$ cat config.mk
export PLATFORM = sky130hd
export DESIGN_NAME = string_escape_decoder_unit_flat
export DESIGN_NICKNAME = d
export VERILOG_FILES = /design/src/hdl/sed_pkg.sv /design/src/hdl/sed_if.sv /design/src/hdl/string_escape_decoder_unit.sv /design/src/hdl/sed_decode.sv /design/src/hdl/sed_rsp_queue.sv /design/src/flat_wrapper.sv
export SDC_FILE = /design/constraint.sdc
export NUM_CORES = 1
export LEC_CHECK = 0
export BUFFER_PORTS_ARGS = -buffer_cell sky130_fd_sc_hd__buf_4
export CAP_MARGIN = 20
export CORE_ASPECT_RATIO = 0.8
export CORE_MARGIN = 4
export CORE_UTILIZATION = 61
export DETAILED_ROUTE_END_ITERATION = 16
export GPL_TIMING_DRIVEN = 0
export HOLD_SLACK_MARGIN = 0.06
export PLACE_DENSITY = 0.88
export SYNTH_ARGS = -nofsm -noshare
export SYNTH_HDL_FRONTEND = slang
export SYNTH_SLANG_ARGS = --single-unit
$ cat constraint.sdc
create_clock -name clock -period 3.1 [get_ports clock]
set_input_delay 0.62 -clock clock [delete_from_list [all_inputs] [get_ports clock]]
set_output_delay 0.62 -clock clock [all_outputs]
set_load 0.005 [all_outputs]
$ cat src/hdl/sed_pkg.sv
// Package for the string escape decoder: character constants, result kinds,
// decode modes and the structs passed between the decoder and the result queue.
// No dependencies.
`default_nettype none
package sed_pkg;

   localparam logic [7:0] CHAR_NUL        = 8'h00;
   localparam logic [7:0] CHAR_NEWLINE    = 8'h0A;
   localparam logic [7:0] CHAR_BACKSLASH  = 8'h5C;
   localparam logic [7:0] CHAR_APOSTROPHE = 8'h27;
   localparam logic [7:0] CHAR_DQUOTE     = 8'h22;
   localparam logic [7:0] CHAR_ZERO       = 8'h30;
   localparam logic [7:0] CHAR_SEVEN      = 8'h37;

   localparam logic [2:0] OCT_DIGITS_MAX  = 3'd3;

   localparam logic [1:0] KIND_DATA   = 2'd0;
   localparam logic [1:0] KIND_CLOSED = 2'd1;
   localparam logic [1:0] KIND_BADESC = 2'd2;
   localparam logic [1:0] KIND_UNTERM = 2'd3;

   localparam int QUEUE_DEPTH = 4;
   localparam int QUEUE_AW    = $clog2(QUEUE_DEPTH);

   typedef enum logic [3:0] {
      MODE_IDLE   = 4'b0001,
      MODE_NORMAL = 4'b0010,
      MODE_ESCAPE = 4'b0100,
      MODE_OCTAL  = 4'b1000
   } mode_type;

   typedef struct packed {
      logic [7:0] out_byte;
      logic [1:0] kind;
      logic       octal_overflow;
      logic       last;
   } rsp_item_type;

   typedef struct packed {
      logic [1:0]   count;
      rsp_item_type item0;
      rsp_item_type item1;
   } push_type;

endpackage
`default_nettype wire

$ cat src/hdl/sed_if.sv
// Channel interfaces for the string escape decoder: character beats in,
// result beats out. No dependencies.
`default_nettype none
interface sed_req_if;
   logic       valid;
   logic       ready;
   logic [7:0] in_char;
   logic       token_start;

   modport source (output valid, output in_char, output token_start, input ready);
   modport sink (input valid, input in_char, input token_start, output ready);
endinterface

interface sed_rsp_if;
   logic       valid;
   logic       ready;
   logic [7:0] out_byte;
   logic [1:0] kind;
   logic       octal_overflow;
   logic       last;

   modport source (output valid, output out_byte, output kind, output octal_overflow,
                   output last, input ready);
   modport sink (input valid, input out_byte, input kind, input octal_overflow,
                 input last, output ready);
endinterface
`default_nettype wire

$ cat src/hdl/string_escape_decoder_unit.sv
// Top level of the string escape decoder: input register, decoder core and
// result queue. Depends on sed_pkg, sed_if, sed_decode, sed_rsp_queue.
//
// Usage:
//   req_beat carries one character of token data (in_char, token_start).
//   A beat with token_start opens a literal and gives no result; other
//   characters give zero, one or two result beats on rsp_beat, the last
//   of them with last set. Characters outside a literal give no result.
//   csr_write_enable/csr_write_data set quote_is_apostrophe; write it only
//   while no result is outstanding.
// Order: a character is registered on acceptance, decoded from the input
//   register and its result beats are written into the result queue,
//   from which they are shown on rsp_beat.
// Throughput: one character per cycle while the receiver takes results and the queue holds at most two beats;
//   an octal escape ended by a character that also yields a beat gives two
//   beats, read out one per cycle from a four-entry result queue.
// Stall: when the queue holds more than two beats the input register holds
//   and req_beat.ready drops; nothing is lost.
// Reset: synchronous; clears the mode to idle, the octal state, the queue
//   and the quote select (double quote).
`default_nettype none
module string_escape_decoder_unit (
   input  wire logic  clock,
   input  wire logic  reset,
   sed_req_if.sink    req_beat,
   sed_rsp_if.source  rsp_beat,
   input  wire logic  csr_write_enable,
   input  wire logic  csr_write_data
);

   logic       quote_ff;
   logic       stage_valid_ff;
   logic [7:0] stage_char_ff;
   logic       stage_start_ff;
   logic       advance;

   logic [sed_pkg::QUEUE_AW:0] fill;
   sed_pkg::push_type          push;

   assign advance = stage_valid_ff
                    && (fill <= (sed_pkg::QUEUE_AW + 1)'(sed_pkg::QUEUE_DEPTH - 2));
   assign req_beat.ready = !stage_valid_ff || advance;

   always_ff @(posedge clock) begin
      if (reset) begin
         quote_ff <= 1'b0;
      end else if (csr_write_enable) begin
         quote_ff <= csr_write_data;
      end
   end

   always_ff @(posedge clock) begin
      if (reset) begin
         stage_valid_ff <= 1'b0;
      end else if (req_beat.ready) begin
         stage_valid_ff <= req_beat.valid;
      end
   end

   always_ff @(posedge clock) begin
      if (req_beat.ready && req_beat.valid) begin
         stage_char_ff  <= req_beat.in_char;
         stage_start_ff <= req_beat.token_start;
      end
   end

   sed_decode u_decode (
      .clock               (clock),
      .reset               (reset),
      .advance             (advance),
      .in_char             (stage_char_ff),
      .token_start         (stage_start_ff),
      .quote_is_apostrophe (quote_ff),
      .push                (push)
   );

   sed_rsp_queue u_queue (
      .clock    (clock),
      .reset    (reset),
      .push_en  (advance),
      .push     (push),
      .fill     (fill),
      .rsp_beat (rsp_beat)
   );

endmodule
`default_nettype wire

$ cat src/hdl/sed_decode.sv
// Escape decoder core: mode, octal accumulator and digit count registers and
// the per-character decode producing up to two result beats. Depends on sed_pkg.
`default_nettype none
module sed_decode (
   input  wire logic            clock,
   input  wire logic            reset,
   input  wire logic            advance,
   input  wire logic [7:0]      in_char,
   input  wire logic            token_start,
   input  wire logic            quote_is_apostrophe,
   output sed_pkg::push_type    push
);

   sed_pkg::mode_type mode_ff, mode_in;
   logic [7:0]        accum_ff, accum_in;
   logic [2:0]        count_ff, count_in;

   logic [7:0]        quote;
   logic              is_octal;

   sed_pkg::rsp_item_type norm_item;
   logic                  norm_emit;
   sed_pkg::mode_type     norm_mode;

   assign quote    = quote_is_apostrophe ? sed_pkg::CHAR_APOSTROPHE : sed_pkg::CHAR_DQUOTE;
   assign is_octal = (in_char >= sed_pkg::CHAR_ZERO) && (in_char <= sed_pkg::CHAR_SEVEN);

   always_comb begin
      norm_item = '0;
      norm_emit = 1'b1;
      norm_mode = sed_pkg::MODE_NORMAL;
      priority if (in_char == sed_pkg::CHAR_NUL || in_char == sed_pkg::CHAR_NEWLINE) begin
         norm_item.kind = sed_pkg::KIND_UNTERM;
         norm_mode      = sed_pkg::MODE_IDLE;
      end else if (in_char == sed_pkg::CHAR_BACKSLASH) begin
         norm_emit = 1'b0;
         norm_mode = sed_pkg::MODE_ESCAPE;
      end else if (in_char == quote) begin
         norm_item.kind = sed_pkg::KIND_CLOSED;
         norm_mode      = sed_pkg::MODE_IDLE;
      end else begin
         norm_item.out_byte = in_char;
         norm_item.kind     = sed_pkg::KIND_DATA;
      end
   end

   always_comb begin
      push     = '0;
      mode_in  = mode_ff;
      accum_in = accum_ff;
      count_in = count_ff;
      if (token_start) begin
         mode_in  = sed_pkg::MODE_NORMAL;
         accum_in = '0;
         count_in = '0;
      end else begin
         unique case (mode_ff)
            sed_pkg::MODE_NORMAL: begin
               push.count = {1'b0, norm_emit};
               push.item0 = norm_item;
               mode_in    = norm_mode;
            end
            sed_pkg::MODE_ESCAPE: begin
               push.count = 2'd1;
               push.item0.kind = sed_pkg::KIND_DATA;
               mode_in    = sed_pkg::MODE_NORMAL;
               unique case (in_char)
                  "b": push.item0.out_byte = 8'd8;
                  "a": push.item0.out_byte = 8'd7;
                  "e": push.item0.out_byte = 8'd27;
                  "f": push.item0.out_byte = 8'd12;
                  "n": push.item0.out_byte = 8'd10;
                  "r": push.item0.out_byte = 8'd13;
                  "t": push.item0.out_byte = 8'd9;
                  "v": push.item0.out_byte = 8'd11;
                  default: begin
                     priority if (in_char == sed_pkg::CHAR_NUL) begin
                        push.item0.kind = sed_pkg::KIND_UNTERM;
                        mode_in         = sed_pkg::MODE_IDLE;
                     end else if (is_octal) begin
                        push.count = 2'd0;
                        accum_in   = {5'd0, in_char[2:0]};
                        count_in   = 3'd1;
                        mode_in    = sed_pkg::MODE_OCTAL;
                     end else if (in_char == quote || in_char == sed_pkg::CHAR_BACKSLASH) begin
                        push.item0.out_byte = in_char;
                     end else begin
                        push.item0.kind = sed_pkg::KIND_BADESC;
                        mode_in         = sed_pkg::MODE_IDLE;
                     end
                  end
               endcase
            end
            sed_pkg::MODE_OCTAL: begin
               if (is_octal) begin
                  accum_in = {accum_ff[4:0], in_char[2:0]};
                  if (count_ff <= sed_pkg::OCT_DIGITS_MAX) begin
                     count_in = count_ff + 3'd1;
                  end
               end else begin
                  push.item0.out_byte       = accum_ff;
                  push.item0.kind           = sed_pkg::KIND_DATA;
                  push.item0.octal_overflow = count_ff > sed_pkg::OCT_DIGITS_MAX;
                  push.item1 = norm_item;
                  push.count = norm_emit ? 2'd2 : 2'd1;
                  accum_in   = '0;
                  count_in   = '0;
                  mode_in    = norm_mode;
               end
            end
            default: begin
               mode_in = mode_ff;
            end
         endcase
      end
      if (push.count == 2'd1) begin
         push.item0.last = 1'b1;
      end else if (push.count == 2'd2) begin
         push.item1.last = 1'b1;
      end
   end

   always_ff @(posedge clock) begin
      if (reset) begin
         mode_ff  <= sed_pkg::MODE_IDLE;
         accum_ff <= '0;
         count_ff <= '0;
      end else if (advance) begin
         mode_ff  <= mode_in;
         accum_ff <= accum_in;
         count_ff <= count_in;
      end
   end

endmodule
`default_nettype wire

$ cat src/hdl/sed_rsp_queue.sv
// Result queue: takes up to two result beats a cycle from the decoder and
// hands one beat a cycle to the result channel while it is ready. Depends on sed_pkg, sed_if.
`default_nettype none
module sed_rsp_queue (
   input  wire logic                      clock,
   input  wire logic                      reset,
   input  wire logic                      push_en,
   input  wire sed_pkg::push_type         push,
   output logic [sed_pkg::QUEUE_AW:0]     fill,
   sed_rsp_if.source                      rsp_beat
);

   sed_pkg::rsp_item_type entry_ff [sed_pkg::QUEUE_DEPTH];
   logic [sed_pkg::QUEUE_AW-1:0] wr_ptr_ff, wr_ptr_in;
   logic [sed_pkg::QUEUE_AW-1:0] rd_ptr_ff, rd_ptr_in;
   logic [sed_pkg::QUEUE_AW:0]   count_ff, count_in;
   logic [1:0]                   n_push;
   logic                         pop;

   sed_pkg::rsp_item_type head;

   assign n_push = push_en ? push.count : 2'd0;
   assign pop    = rsp_beat.valid && rsp_beat.ready;
   assign fill   = count_ff;

   assign wr_ptr_in = wr_ptr_ff + sed_pkg::QUEUE_AW'(n_push);
   assign rd_ptr_in = rd_ptr_ff + sed_pkg::QUEUE_AW'(pop);
   assign count_in  = count_ff + (sed_pkg::QUEUE_AW + 1)'(n_push)
                      - (sed_pkg::QUEUE_AW + 1)'(pop);

   always_ff @(posedge clock) begin
      if (n_push != 2'd0) begin
         entry_ff[wr_ptr_ff] <= push.item0;
      end
      if (n_push == 2'd2) begin
         entry_ff[wr_ptr_ff + sed_pkg::QUEUE_AW'(1)] <= push.item1;
      end
   end

   always_ff @(posedge clock) begin
      if (reset) begin
         wr_ptr_ff <= '0;
         rd_ptr_ff <= '0;
         count_ff  <= '0;
      end else begin
         wr_ptr_ff <= wr_ptr_in;
         rd_ptr_ff <= rd_ptr_in;
         count_ff  <= count_in;
      end
   end

   assign head                    = entry_ff[rd_ptr_ff];
   assign rsp_beat.valid          = count_ff != '0;
   assign rsp_beat.out_byte       = head.out_byte;
   assign rsp_beat.kind           = head.kind;
   assign rsp_beat.octal_overflow = head.octal_overflow;
   assign rsp_beat.last           = head.last;

endmodule
`default_nettype wire
$ cat src/flat_wrapper.sv
// flat-port wrapper written by rule: the top's interface ports become plain ports
module string_escape_decoder_unit_flat 
  (clock, reset, csr_write_enable, csr_write_data, req_beat_valid, req_beat_in_char, req_beat_token_start, req_beat_ready, rsp_beat_valid, rsp_beat_out_byte, rsp_beat_kind, rsp_beat_octal_overflow, rsp_beat_last, rsp_beat_ready);
  sed_req_if req_beat_i ();
  sed_rsp_if rsp_beat_i ();
  input  wire logic clock;
  input  wire logic reset;
  input  wire logic csr_write_enable;
  input  wire logic csr_write_data;
  input wire logic [$bits(req_beat_i.valid)-1:0] req_beat_valid;
  input wire logic [$bits(req_beat_i.in_char)-1:0] req_beat_in_char;
  input wire logic [$bits(req_beat_i.token_start)-1:0] req_beat_token_start;
  output wire logic [$bits(req_beat_i.ready)-1:0] req_beat_ready;
  output wire logic [$bits(rsp_beat_i.valid)-1:0] rsp_beat_valid;
  output wire logic [$bits(rsp_beat_i.out_byte)-1:0] rsp_beat_out_byte;
  output wire logic [$bits(rsp_beat_i.kind)-1:0] rsp_beat_kind;
  output wire logic [$bits(rsp_beat_i.octal_overflow)-1:0] rsp_beat_octal_overflow;
  output wire logic [$bits(rsp_beat_i.last)-1:0] rsp_beat_last;
  input wire logic [$bits(rsp_beat_i.ready)-1:0] rsp_beat_ready;
  assign req_beat_i.valid = req_beat_valid;
  assign req_beat_i.in_char = req_beat_in_char;
  assign req_beat_i.token_start = req_beat_token_start;
  assign req_beat_ready = req_beat_i.ready;
  assign rsp_beat_valid = rsp_beat_i.valid;
  assign rsp_beat_out_byte = rsp_beat_i.out_byte;
  assign rsp_beat_kind = rsp_beat_i.kind;
  assign rsp_beat_octal_overflow = rsp_beat_i.octal_overflow;
  assign rsp_beat_last = rsp_beat_i.last;
  assign rsp_beat_i.ready = rsp_beat_ready;
  string_escape_decoder_unit u_core (.clock(clock), .reset(reset), .req_beat(req_beat_i), .rsp_beat(rsp_beat_i), .csr_write_enable(csr_write_enable), .csr_write_data(csr_write_data));
endmodule
==> summary.md, run 1 <==
| Metric | Value |
|---|---|
| Worst-path maximum fanout | `10` |
| Net Sw Frac | `between 20 and 30%` |
| Final setup viols | `0` |
| Clock power frac | `29.9%` |
| Mapped Nets | `450` |
| Number of synthesized flops with an enable pin | `53` |
| Clock root cell | `clkbuf_8` |
| Crit path kind | `reg2reg` |
| Cell Pwr Density | `480 nW/µm²` |
| GRT overflow | `0` |
| Yosys warning total | `0` |
| TritonCTS clock tree | `yes` |
| R2r worst-path depth | `13` |
| Combinational share of power | `20.5%` |
| Vias per cell | `6.88` |
| Initial antenna violation count | `0` |
| Setup WS post-layout | `roughly 0.085 ns` |
| Pre-CTS setup slack | `-0.137 ns` |
| Critical Path AT | `3.25 ns` |
| Post-DP HPWL | `8.49 mm` |
| Final Skew | `0.0106 ns` |
| Standard-cell rows | `27` |
| Worst-Margin Slew | `0.983 ns` |
| Final worst path period share | `97.2%` |
| DR DRC count | `0` |
| DRT iter0 DRCs | `636` |
| Count of cell types in the netlist | `69` |
| I/O Buffers | `27` |
| Synthesized flop and latch total | `between 80 and 90` |
| Drt pass-1 iters | `5` |
| H-Tree Depth | `3` |
| Relative slew slack | `33.5%` |
| Die width | `104 µm` |
| Clk slew on worst S/H paths | `0.09 ns` |
| Gr usage total | `27.0%` |
| Cells after synthesis | `approximately 430` |
| Hold Crit Depth | `1` |
| Worst hold endpoint | `u_core.stage_char_ff[3]` |
| Sequential fraction of design power | `49.6%` |
| FFs w/ async S/R, synth | `0%` |
| Ys flop type | `edfxtp_1` |
| Crit path capture type | `flip-flop` |
| Min-Delay Startpoint | `req_beat_in_char[3]` |
| DR WL/cell | `21.3 µm` |
| Starting Density | `64.3%` |
| Die Area | `8890 µm²` |
| Hold Path Class | `in2reg` |
| Cell Area, Synth | `4540 µm²` |
| Seq/Total Area, Yosys | `47.4%` |
| Startpoint types | `flip-flop` |
| Largest net degree at the start of global routing | `17` |
| CTS Buffer Depth | `2` |
| RD Place Congestion | `~0.94` |
| FF-to-FF Start | `u_core.u_decode.mode_ff[0]` |
| First-pass GRT wire length | `18.9 mm` |
| Vias in the first global route | `3625` |
| Mean area per synthesized cell | `approximately 11 µm²` |
| IO Pins | `29` |
| Max-slew violations | `0` |
| Synth-to-layout area growth | `13.7%` |
| Hold_buf cts | `0` |
| Setup slack, reg-to-reg | `0.09 ns` |
| Run status | `completed` |
| P_sw | `0.738 mW` |
| RSZ-0062 raised after global routing | `no` |
| Shortest period the worst path allows | `3.01 ns` |
| Total number of vias | `roughly 4000` |
| Leak Pwr | `1.85 nW` |
| Post-layout net count | `around 500` |
| Max cap viols | `0` |
| Hold Slack | `0.418 ns` |
| Worst R2R End | `u_core.u_queue.fill[2]` |
| Final ANT Viol Nets | `0` |
| Core area | `7060 µm²` |
| Maximum vdd drop | `0.000400 V` |
| Final hold violations | `0` |
| TritonCTS Buffers | `9` |
| Final instance area | `around 5200 µm²` |
| # clock sinks | `a little over 80` |
| Area after DPL | `about 4900 µm²` |
| Layout cells sized above 1 | `21.9%` |
| Placed Cells | `541` |
| Achievable frequency | `between 300 and 400 MHz` |
| Internal power | `1.74 mW` |
| Worst path required time | `3.34 ns` |
| Die H | `85.2 µm` |
| Finished Layout Cells | `around 570` |
| N_diodes | `0` |
| Worst-skew pair later-pin latency | `0.37 ns` |
| Final wirelength | `12.1 mm` |
-- state kept, by name (all words and copies together), names as in the netlist --
signal / count
u_core.u_queue.entry_ff: 48
u_core.stage_char_ff: 8
u_core.u_decode.accum_ff: 8
u_core.u_decode.mode_ff: 4
u_core.u_decode.count_ff: 3
u_core.u_queue.fill: 3
u_core.u_queue.rd_ptr_ff: 2
u_core.u_queue.wr_ptr_ff: 2
u_core.quote_ff: 1
u_core.stage_start_ff: 1
u_core.stage_valid_ff: 1
-- Yosys cell counts, types with 3 or more instances --
cell type,count,area share (%)
a21o_1,3,0.50
nand2b_1,9,1.2
and2_1,7,0.96
buf_4,3,0.50
nor4b_1,3,0.58
nor2b_1,11,1.5
a21boi_0,4,0.66
buf_6,3,0.74
nor3_1,8,0.88
edfxtp_1,53,35
o21ai_0,16,1.8
dfxtp_1,28,12
nand3_1,19,2.1
xnor2_1,7,1.4
buf_2,7,0.77
o22ai_2,6,1.7
mux2i_1,11,2.4
nor2_1,27,2.2
inv_1,9,0.74
clkbuf_1,13,1.1
o22ai_1,20,2.8
buf_1,3,0.25
a32o_1,3,0.66
or2_2,4,0.55
and3_1,4,0.55
nand2_1,37,3.1
a22oi_1,3,0.50
o32ai_1,3,0.58
a221oi_1,3,0.58
ha_1,7,1.9
a21oi_1,30,3.3
mux4_2,12,6.0
or3_1,4,0.55
-- how the worst max path moves through the flow --
stage / start / endpoint / slack, ns / depth (start not counted)
final: u_core.u_decode.mode_ff[0] / u_core.u_queue.fill[2] / 0.09 / 13
after global routing: u_core.u_decode.mode_ff[0] / u_core.u_queue.fill[2] / 0.007 / 13
after CTS: u_core.stage_char_ff[6] / u_core.u_queue.fill[2] / 0.01 / 13
after detailed placement: u_core.u_decode.mode_ff[0] / u_core.u_queue.fill[2] / -0.14 / 13
after global placement: u_core.stage_char_ff[7] / u_core.u_queue.fill[2] / 0.005 / 13
after floorplan: u_core.u_decode.mode_ff[0] / u_core.u_queue.fill[2] / 0.27 / 13
-- cell families after synthesis --
logic type,share of synthesized area [%]
flops,47.4
compound gates,17.3
fa+ha+maj,2.37
buf+inv,4.22
mux,8.38
simple gates,18.8
xor+xnor,1.54
-- critical path, stage by stage, from the launching register on --
cell and delay, ns:
dfxtp_1 0.30, buf_2 0.18, or4b_4 0.54, clkbuf_8 0.18, o21ai_1 0.10, a21oi_1 0.11
nand2b_4 0.18, ha_1 0.30, inv_1 0.04, ha_1 0.22, fa_2 0.37, xor2_2 0.16
xnor2_1 0.14, nor2_1 0.06
-- area by class of cell --
class | count | area (µm²)
well taps | 87 | 109
clock inverters | 7 | 61.3
plain buffers | 29 | 168
clock buffers | 9 | 124
flip-flops and latches | 81 | 2150
repair buffers | 37 | 278
fillers | 474 | 1900
multi-input cells | 307 | 2230
inverters | 10 | 40.0
-- power by group through the flow --
stage | Sequential, mW | Clock, mW | Combinational (mW)
floorplan | 1.24 | 0 | 0.321
global placement | 1.25 | 0 | 0.443
detailed placement | 1.25 | 0 | 0.467
CTS | 1.23 | 0.734 | 0.479
global route | 1.23 | 0.793 | 0.549
finish | 1.23 | 0.741 | 0.507
-- metal layers --
layer	wire [µm]	vias to the layer above	track usage, %	share of wire (%)
li1	-	1724	-	-
met1	4680	1834	36.6	39
met2	5720	304	43.5	47
met3	1430	38	6.84	12
met4	242	0	7.61	2.0
met5	0	-	0	0
-- cells in the final DEF (no fill, tap or decap), types with 4 or more instances in the layout --
cell type  netlist  layout
mux2i_1         11      11
xnor2_1          7       7
or3_1            4       4
o22ai_2          6       6
o22ai_1         20      20
inv_1            9       9
and2_1           7       7
nand3_1         19      19
clkbuf_1        13      12
edfxtp_1        53      53
nor2_1          27      27
nand2_1         37      36
nor2b_1         11      11
and3_1           4       4
clkbuf_8         0      10
nand2b_1         9       8
a21boi_0         4       4
dfxtp_1         28      28
o21ai_0         16      15
a21oi_1         30      30
nor3_1           8       8
ha_1             7       7
buf_4            3      40
or2_2            4       4
buf_2            7       7
mux4_2          12      12
-- stage by stage --
step                      TNS [ns]  power, mW  util [%]
after floorplan                  0       1.56         -
after global placement           0       1.69      68.7
after detailed placement    -0.137       1.72      68.7
after CTS                        0       2.44      72.0
after global routing             0       2.58      73.1
final                            0       2.48      73.1
-- timing repair --
item                                    CTS  global route
resized for setup                         8             4
endpoints found under the setup margin   12            27
setup buffers                             2             8
pin swaps                                 1             3
Note: power is estimated with default switching activity, not from simulation.
==> run 2, diff against run 1 <==
--- a/config.mk
+++ b/config.mk
@@ -14,6 +14,8 @@
 export GPL_TIMING_DRIVEN = 0
 export HOLD_SLACK_MARGIN = 0.06
 export PLACE_DENSITY = 0.88
+export REMOVE_ABC_BUFFERS = 1
+export SETUP_SLACK_MARGIN = 0.1
 export SYNTH_ARGS = -nofsm -noshare
 export SYNTH_HDL_FRONTEND = slang
 export SYNTH_SLANG_ARGS = --single-unit
==> run 2 against run 1 <==
Net effect: register-to-register slack better by 0.07 ns; clock power shrank 5.3%; hold slack better by 0.0074 ns; cell area down 2.8%; global-route usage is 1.4 points lower; critical endpoint unchanged; largest power group unchanged; largest cell class unchanged.
==> summary.md, run 2 (same netlist as run 1, synthesis figures left out) <==
| Metric | Value |
|---|---|
| Crit path buf inv count | `1 (was 3)` |
| Final ANT Viol Nets | `0 (unchanged)` |
| # clock sinks | `81 (unchanged)` |
| Setup_tns | `0 ns (unchanged)` |
| Die H | `85.2 µm (unchanged)` |
| DR DRC count | `0 (unchanged)` |
| Most frequent CP cell | `ha_1 (unchanged)` |
| Post-layout net count | `474 (was 498)` |
| Run status | `completed (unchanged)` |
| Largest regs | `u_core.u_queue.entry_ff (48), u_core.stage_char_ff (8), u_core.u_decode.accum_ff (8) (unchanged)` |
| Die width | `104 µm (unchanged)` |
| Hold Slack | `0.425 ns (was 0.418 ns)` |
| Die Area | `8890 µm² (unchanged)` |
| Critical Path AT | `3.19 ns (was 3.25 ns)` |
| Shortest period the worst path allows | `2.94 ns (was 3.01 ns)` |
| Starting Density | `64.3% (unchanged)` |
| CTS Buffer Depth | `2 (unchanged)` |
| Max cap viols | `0 (unchanged)` |
| Initial antenna violation count | `0 (unchanged)` |
| IO Pins | `29 (unchanged)` |
| Hold Path Class | `in2reg (unchanged)` |
| Final Skew | `0.00982 ns (was 0.0106 ns)` |
| Worst path depth | `12 (was 13)` |
| Placed Cells | `513 (was 541)` |
| Max-slew violations | `0 (unchanged)` |
| Worst path required time | `3.35 ns (was 3.34 ns)` |
| Crit path kind | `reg2reg (unchanged)` |
| R2r worst-path depth | `12 (was 13)` |
| Hold Crit Depth | `1 (unchanged)` |
| First-pass GRT wire length | `18.0 mm (was 18.9 mm)` |
| Worst-Margin Slew | `0.938 ns (was 0.983 ns)` |
| Synth-to-layout area growth | `10.4% (was 13.7%)` |
| GRT overflow | `0 (unchanged)` |
| Worst-skew pair later-pin latency | `0.36 ns (was 0.37 ns)` |
| Worst-path maximum fanout | `6 (was 10)` |
| TritonCTS Buffers | `9 (unchanged)` |
| Largest register FFs | `48 (unchanged)` |
| Drt pass-1 iters | `5 (unchanged)` |
| DRT iter0 DRCs | `321 (was 636)` |
| Final setup viols | `0 (unchanged)` |
| Post-DP HPWL | `7.62 mm (was 8.49 mm)` |
| Vias in the first global route | `3612 (was 3625)` |
| Standard-cell rows | `27 (unchanged)` |
| Most frequent cells in the layout | `edfxtp_1, buf_4, nand2_1, a21oi_1, nor2_1 (was edfxtp_1, buf_4, nand2_1, a21oi_1, dfxtp_1)` |
| Leak Pwr | `1.76 nW (was 1.85 nW)` |
| I/O Buffers | `28 (was 27)` |
| Crit path capture type | `flip-flop (unchanged)` |
| Hold_buf cts | `0 (unchanged)` |
| Core area | `7060 µm² (unchanged)` |
| Vias per cell | `6.71 (was 6.88)` |
| TritonCTS clock tree | `yes (unchanged)` |
| Most flops, register | `u_core.u_queue.entry_ff (unchanged)` |
| Startpoint types | `flip-flop (unchanged)` |
| Finished Layout Cells | `543 (was 567)` |
| CP Cell Sequence | `and4bb_2 -> nand2_1 -> o21ai_1 -> a21oi_1 -> nand2b_2 -> ha_1 -> inv_1 -> ha_1 -> fa_1 -> xor2_2 -> xnor2_1 -> nor2_1 (was buf_2 -> or4b_4 -> clkbuf_8 -> o21ai_1 -> a21oi_1 -> nand2b_4 -> ha_1 -> inv_1 -> ha_1 -> fa_2 -> xor2_2 -> xnor2_1 -> nor2_1)` |
| Final hold violations | `0 (unchanged)` |
| Relative slew slack | `36.6% (was 33.5%)` |
| Clk slew on worst S/H paths | `0.09 ns (about the same)` |
| Total number of vias | `3644 (was 3900)` |
| Crit-path slowest cell | `edfxtp_1 (was or4b_4)` |
| Cell Pwr Density | `478 nW/µm² (was 480 nW/µm²)` |
| Crit path max-delay family | `adder cells (unchanged)` |
| Clock root cell | `clkbuf_8 (unchanged)` |
| RD Place Congestion | `0.961 (was 0.935)` |
| Commonest non-fill, non-tap cell in the layout | `edfxtp_1 (unchanged)` |
| N_diodes | `0 (unchanged)` |
| Crit path largest cell delay | `0.44 ns (was 0.54 ns)` |
| RSZ-0062 raised after global routing | `yes (was no)` |
| Largest net degree at the start of global routing | `28 (was 17)` |
| Gr usage total | `25.7% (was 27.0%)` |
| Layout cells sized above 1 | `21.5% (was 21.9%)` |
| DR WL/cell | `20.0 µm (was 21.3 µm)` |
| Final worst path period share | `94.8% (was 97.2%)` |
| Maximum vdd drop | `0.000327 V (was 0.000400 V)` |
| Final wirelength | `10.8 mm (was 12.1 mm)` |
| H-Tree Depth | `3 (unchanged)` |
| Achievable frequency | `340 MHz (was 332 MHz)` |
[run 2: changes by cell type in the layout (fill, tap and decap cells not counted), sizes merged]
cell and delta:
clkdlybuf4s15 -1, buf -10, inv -2, clkinv +2, clkbuf -13
[run 2: what timing repair did]
action                     CTS  global route
gates resized for setup      4             5
gates cloned                 0             0
pin swaps                    0             2
setup endpoints to repair   13            13
buffers inserted            10             4
[run 2: worst reg2reg max path: stages, from the launching register on]
cell and delay [ns]:
edfxtp_1 0.44, and4bb_2 0.38, nand2_1 0.17, o21ai_1 0.18
a21oi_1 0.09, nand2b_2 0.25, ha_1 0.32, inv_1 0.04
ha_1 0.20, fa_1 0.40, xor2_2 0.17, xnor2_1 0.14
nor2_1 0.06
[run 2: report_power, final]
| group | switching, mW | internal, mW | total [mW] |
|---|---|---|---|
| clock | 0.405 | 0.297 | 0.702 |
| sequential | 0.0965 | 1.18 | 1.28 |
| combinational | 0.181 | 0.234 | 0.415 |
[run 2: path summary, 6_finish.rpt]
| path | from | slack, ns | endpoint |
|---|---|---|---|
| setup / recovery | u_core.stage_char_ff[1] | 0.16 | u_core.u_queue.fill[2] |
| hold / removal | req_beat_in_char[2] | 0.43 | u_core.stage_char_ff[2] |
| setup reg to reg | u_core.stage_char_ff[1] | 0.16 | u_core.u_queue.fill[2] |
| hold reg to reg | u_core.u_decode.accum_ff[7] | 0.46 | u_core.u_decode.accum_ff[7] |
[run 2: final cells by class]
type	count	area (µm²)
flip-flops and latches	81	2160
inverters	10	40.0
clock inverters	7	56.3
clock buffers	9	124
well taps	87	109
multi-input cells	307	2210
fillers	521	2050
repair buffers	42	315
[run 2: through the flow]
| step | power (mW) | worst slack, ns | cell area [µm²] | utilization (%) |
|---|---|---|---|---|
| 3_3_place_gp | 1.67 | -0.105 | 4710 | 66.7 |
| 6_report | 2.40 | 0.160 | 5010 | 71.0 |
| 4_1_cts | 2.39 | 0.109 | 4970 | 70.4 |
| 5_1_grt | 2.52 | 0.0119 | 5010 | 71.0 |
| 3_5_place_dp | 1.69 | -0.153 | 4710 | 66.7 |
| 2_1_floorplan | 1.54 | 0.305 | 4390 | - |
[run 2: routing by layer]
| metal | vias to the layer above | wire length, µm | GRT usage (%) | part of all wire [%] |
|---|---|---|---|---|
| met5 | - | 0 | 0 | 0 |
| met4 | 0 | 217 | 9.42 | 2.0 |
| met3 | 24 | 974 | 6.54 | 9.0 |
| met2 | 193 | 5150 | 41.9 | 48 |
| met1 | 1758 | 4500 | 33.4 | 41 |
| li1 | 1669 | - | - | - |
==> run 3, diff against run 2 <==
==> constraint.sdc (replaced) <==
create_clock -name clock -period 3.1 [get_ports clock]
set_input_delay 0.93 -clock clock [delete_from_list [all_inputs] [get_ports clock]]
set_output_delay 0.93 -clock clock [all_outputs]
set_load 0.005 [all_outputs]
==> run 3 against run 2 <==
Net effect: die area did not move; critical path depth is the same; cell count unchanged; count of clock-buffer cells in the layout unchanged; cell area barely moved; global-route usage is the same; via count unchanged; wire length did not move; critical endpoint unchanged; register-to-register slack about the same; clock skew stayed put.
==> summary.md, run 3 (same netlist as run 1, synthesis figures left out) <==
| Metric | Value |
|---|---|
| Run status | `completed (unchanged)` |
| TritonCTS clock tree | `yes (unchanged)` |
| Drt pass-1 iters | `5 (unchanged)` |
| Largest net degree at the start of global routing | `28 (unchanged)` |
| Die H | `85.2 µm (unchanged)` |
| Die width | `104 µm (unchanged)` |
| Crit path capture type | `flip-flop (unchanged)` |
| Starting Density | `64.3% (unchanged)` |
| Cell Pwr Density | `478 nW/µm² (about the same)` |
| First-pass GRT wire length | `18.0 mm (unchanged)` |
| Largest regs | `u_core.u_queue.entry_ff (48), u_core.stage_char_ff (8), u_core.u_decode.accum_ff (8) (unchanged)` |
| Shortest period the worst path allows | `2.94 ns (unchanged)` |
| Worst-Margin Slew | `0.938 ns (unchanged)` |
| Leak Pwr | `1.76 nW (about the same)` |
| CP Launch Point | `u_core.stage_char_ff[1] (unchanged)` |
| Worst R2R End | `u_core.u_queue.fill[2] (unchanged)` |
| Post-layout net count | `474 (unchanged)` |
| Layout cells sized above 1 | `21.7% (was 21.5%)` |
| Final ANT Viol Nets | `0 (unchanged)` |
| Final Skew | `0.00982 ns (unchanged)` |
| Synth-to-layout area growth | `10.5% (was 10.4%)` |
| Area after DPL | `4710 µm² (unchanged)` |
| Min-Delay Startpoint | `u_core.u_decode.accum_ff[7] (was req_beat_in_char[2])` |
| DR WL/cell | `20.0 µm (unchanged)` |
| IO Pins | `29 (unchanged)` |
| Final instance area | `5010 µm² (about the same)` |
| FF-to-FF Start | `u_core.stage_char_ff[1] (unchanged)` |
| Achievable frequency | `340 MHz (unchanged)` |
| Hold Slack | `0.459 ns (was 0.425 ns)` |
| Hold Crit Depth | `2 (was 1)` |
| Max-slew violations | `0 (unchanged)` |
| CTS Buffer Depth | `2 (unchanged)` |
| DR DRC count | `0 (unchanged)` |
| Clock root cell | `clkbuf_8 (unchanged)` |
| R2r worst-path depth | `12 (unchanged)` |
| TritonCTS Buffers | `9 (unchanged)` |
| Setup slack, reg-to-reg | `0.16 ns (about the same)` |
| Worst path required time | `3.35 ns (about the same)` |
| Total number of vias | `3644 (unchanged)` |
| Critical Path AT | `3.19 ns (about the same)` |
| Max cap viols | `0 (unchanged)` |
| Vias in the first global route | `3612 (unchanged)` |
| Final setup viols | `0 (unchanged)` |
| Most flops, register | `u_core.u_queue.entry_ff (unchanged)` |
| Gr usage total | `25.7% (unchanged)` |
| Final wirelength | `10.8 mm (unchanged)` |
| Setup_tns | `0 ns (unchanged)` |
| Initial antenna violation count | `0 (unchanged)` |
| GRT overflow | `0 (unchanged)` |
| Worst hold endpoint | `u_core.u_decode.accum_ff[7] (was u_core.stage_char_ff[2])` |
| Hold Path Class | `reg2reg (was in2reg)` |
| RSZ-0062 raised after global routing | `yes (unchanged)` |
| Die Area | `8890 µm² (unchanged)` |
| H-Tree Depth | `3 (unchanged)` |
| Worst-skew pair later-pin latency | `0.36 ns (about the same)` |
| # clock sinks | `81 (unchanged)` |
| Core area | `7060 µm² (unchanged)` |
| Startpoint types | `flip-flop (unchanged)` |
| Maximum vdd drop | `0.000327 V (about the same)` |
| I/O Buffers | `28 (unchanged)` |
| Most frequent cells in the layout | `edfxtp_1, buf_4, nand2_1, a21oi_1, nor2_1 (unchanged)` |
| N_diodes | `0 (unchanged)` |
| Worst-path maximum fanout | `6 (unchanged)` |
| Commonest non-fill, non-tap cell in the layout | `edfxtp_1 (unchanged)` |
| Relative slew slack | `36.6% (unchanged)` |
| Largest register FFs | `48 (unchanged)` |
| Core Util, Final | `71.0% (about the same)` |
| Final worst path period share | `94.8% (unchanged)` |
| Clk slew on worst S/H paths | `0.09 ns (about the same)` |
| DRT iter0 DRCs | `321 (unchanged)` |
| Vias per cell | `6.71 (unchanged)` |
| Standard-cell rows | `27 (unchanged)` |
| Post-DP HPWL | `7.62 mm (unchanged)` |
| RD Place Congestion | `0.961 (unchanged)` |
| Crit path kind | `reg2reg (unchanged)` |
| Final hold violations | `0 (unchanged)` |
run 3: repair_timing:
action,4_1_cts,5_1_grt
hold buffers,0,0
pin swaps,0,2
setup endpoints to repair,25,13
setup buffers,10,4
resized for setup,2,8
run 3: per-layer routing:
| metal | GRT usage, % | part of all wire, % | routed length (µm) |
|---|---|---|---|
| met5 | 0 | 0 | 0 |
| met3 | 6.54 | 9.0 | 974 |
| met1 | 33.4 | 41 | 4500 |
| met4 | 9.42 | 2.0 | 217 |
| met2 | 41.9 | 48 | 5150 |
run 3: worst max-delay path by stage:
stage,endpoint
3_5_place_dp,u_core.u_queue.fill[2]
4_1_cts,u_core.u_queue.fill[2]
3_3_place_gp,u_core.u_queue.fill[2]
6_report,u_core.u_queue.fill[2]
5_1_grt,u_core.u_queue.fill[2]
2_1_floorplan,u_core.u_queue.fill[2]
run 3: through the flow:
stage | setup slack (ns) | cells | power, mW
finish | 0.160 | 543 | 2.40
global route | 0.0119 | 543 | 2.52
CTS | 0.0551 | 539 | 2.39
detailed placement | -0.153 | 513 | 1.69
global placement | -0.105 | 513 | 1.67
floorplan | 0.305 | 398 | 1.54
run 3: power by group:
group / switching (mW) / internal [mW] / leakage [nW]
clock: 0.405 / 0.297 / 0.0850
sequential: 0.0965 / 1.18 / 0.784
combinational: 0.181 / 0.233 / 0.896
run 3: critical path, cell delays in order, from the launching register on:
cell      delay (ns)
edfxtp_1        0.44
and4bb_2        0.38
nand2_1         0.17
o21ai_1         0.18
a21oi_1         0.09
nand2b_2        0.25
ha_1            0.32
inv_1           0.04
ha_1            0.20
fa_1            0.40
xor2_2          0.17
xnor2_1         0.14
nor2_1          0.06
run 3: final cells by class:
cell class	instances	area, µm²
Multi-Input combinational cell	307	2210
Sequential cell	81	2160
Fill cell	523	2050
Timing Repair Buffer	42	315
Clock buffer	9	124
Tap cell	87	109
Clock inverter	7	56.3
Inverter	10	40.0
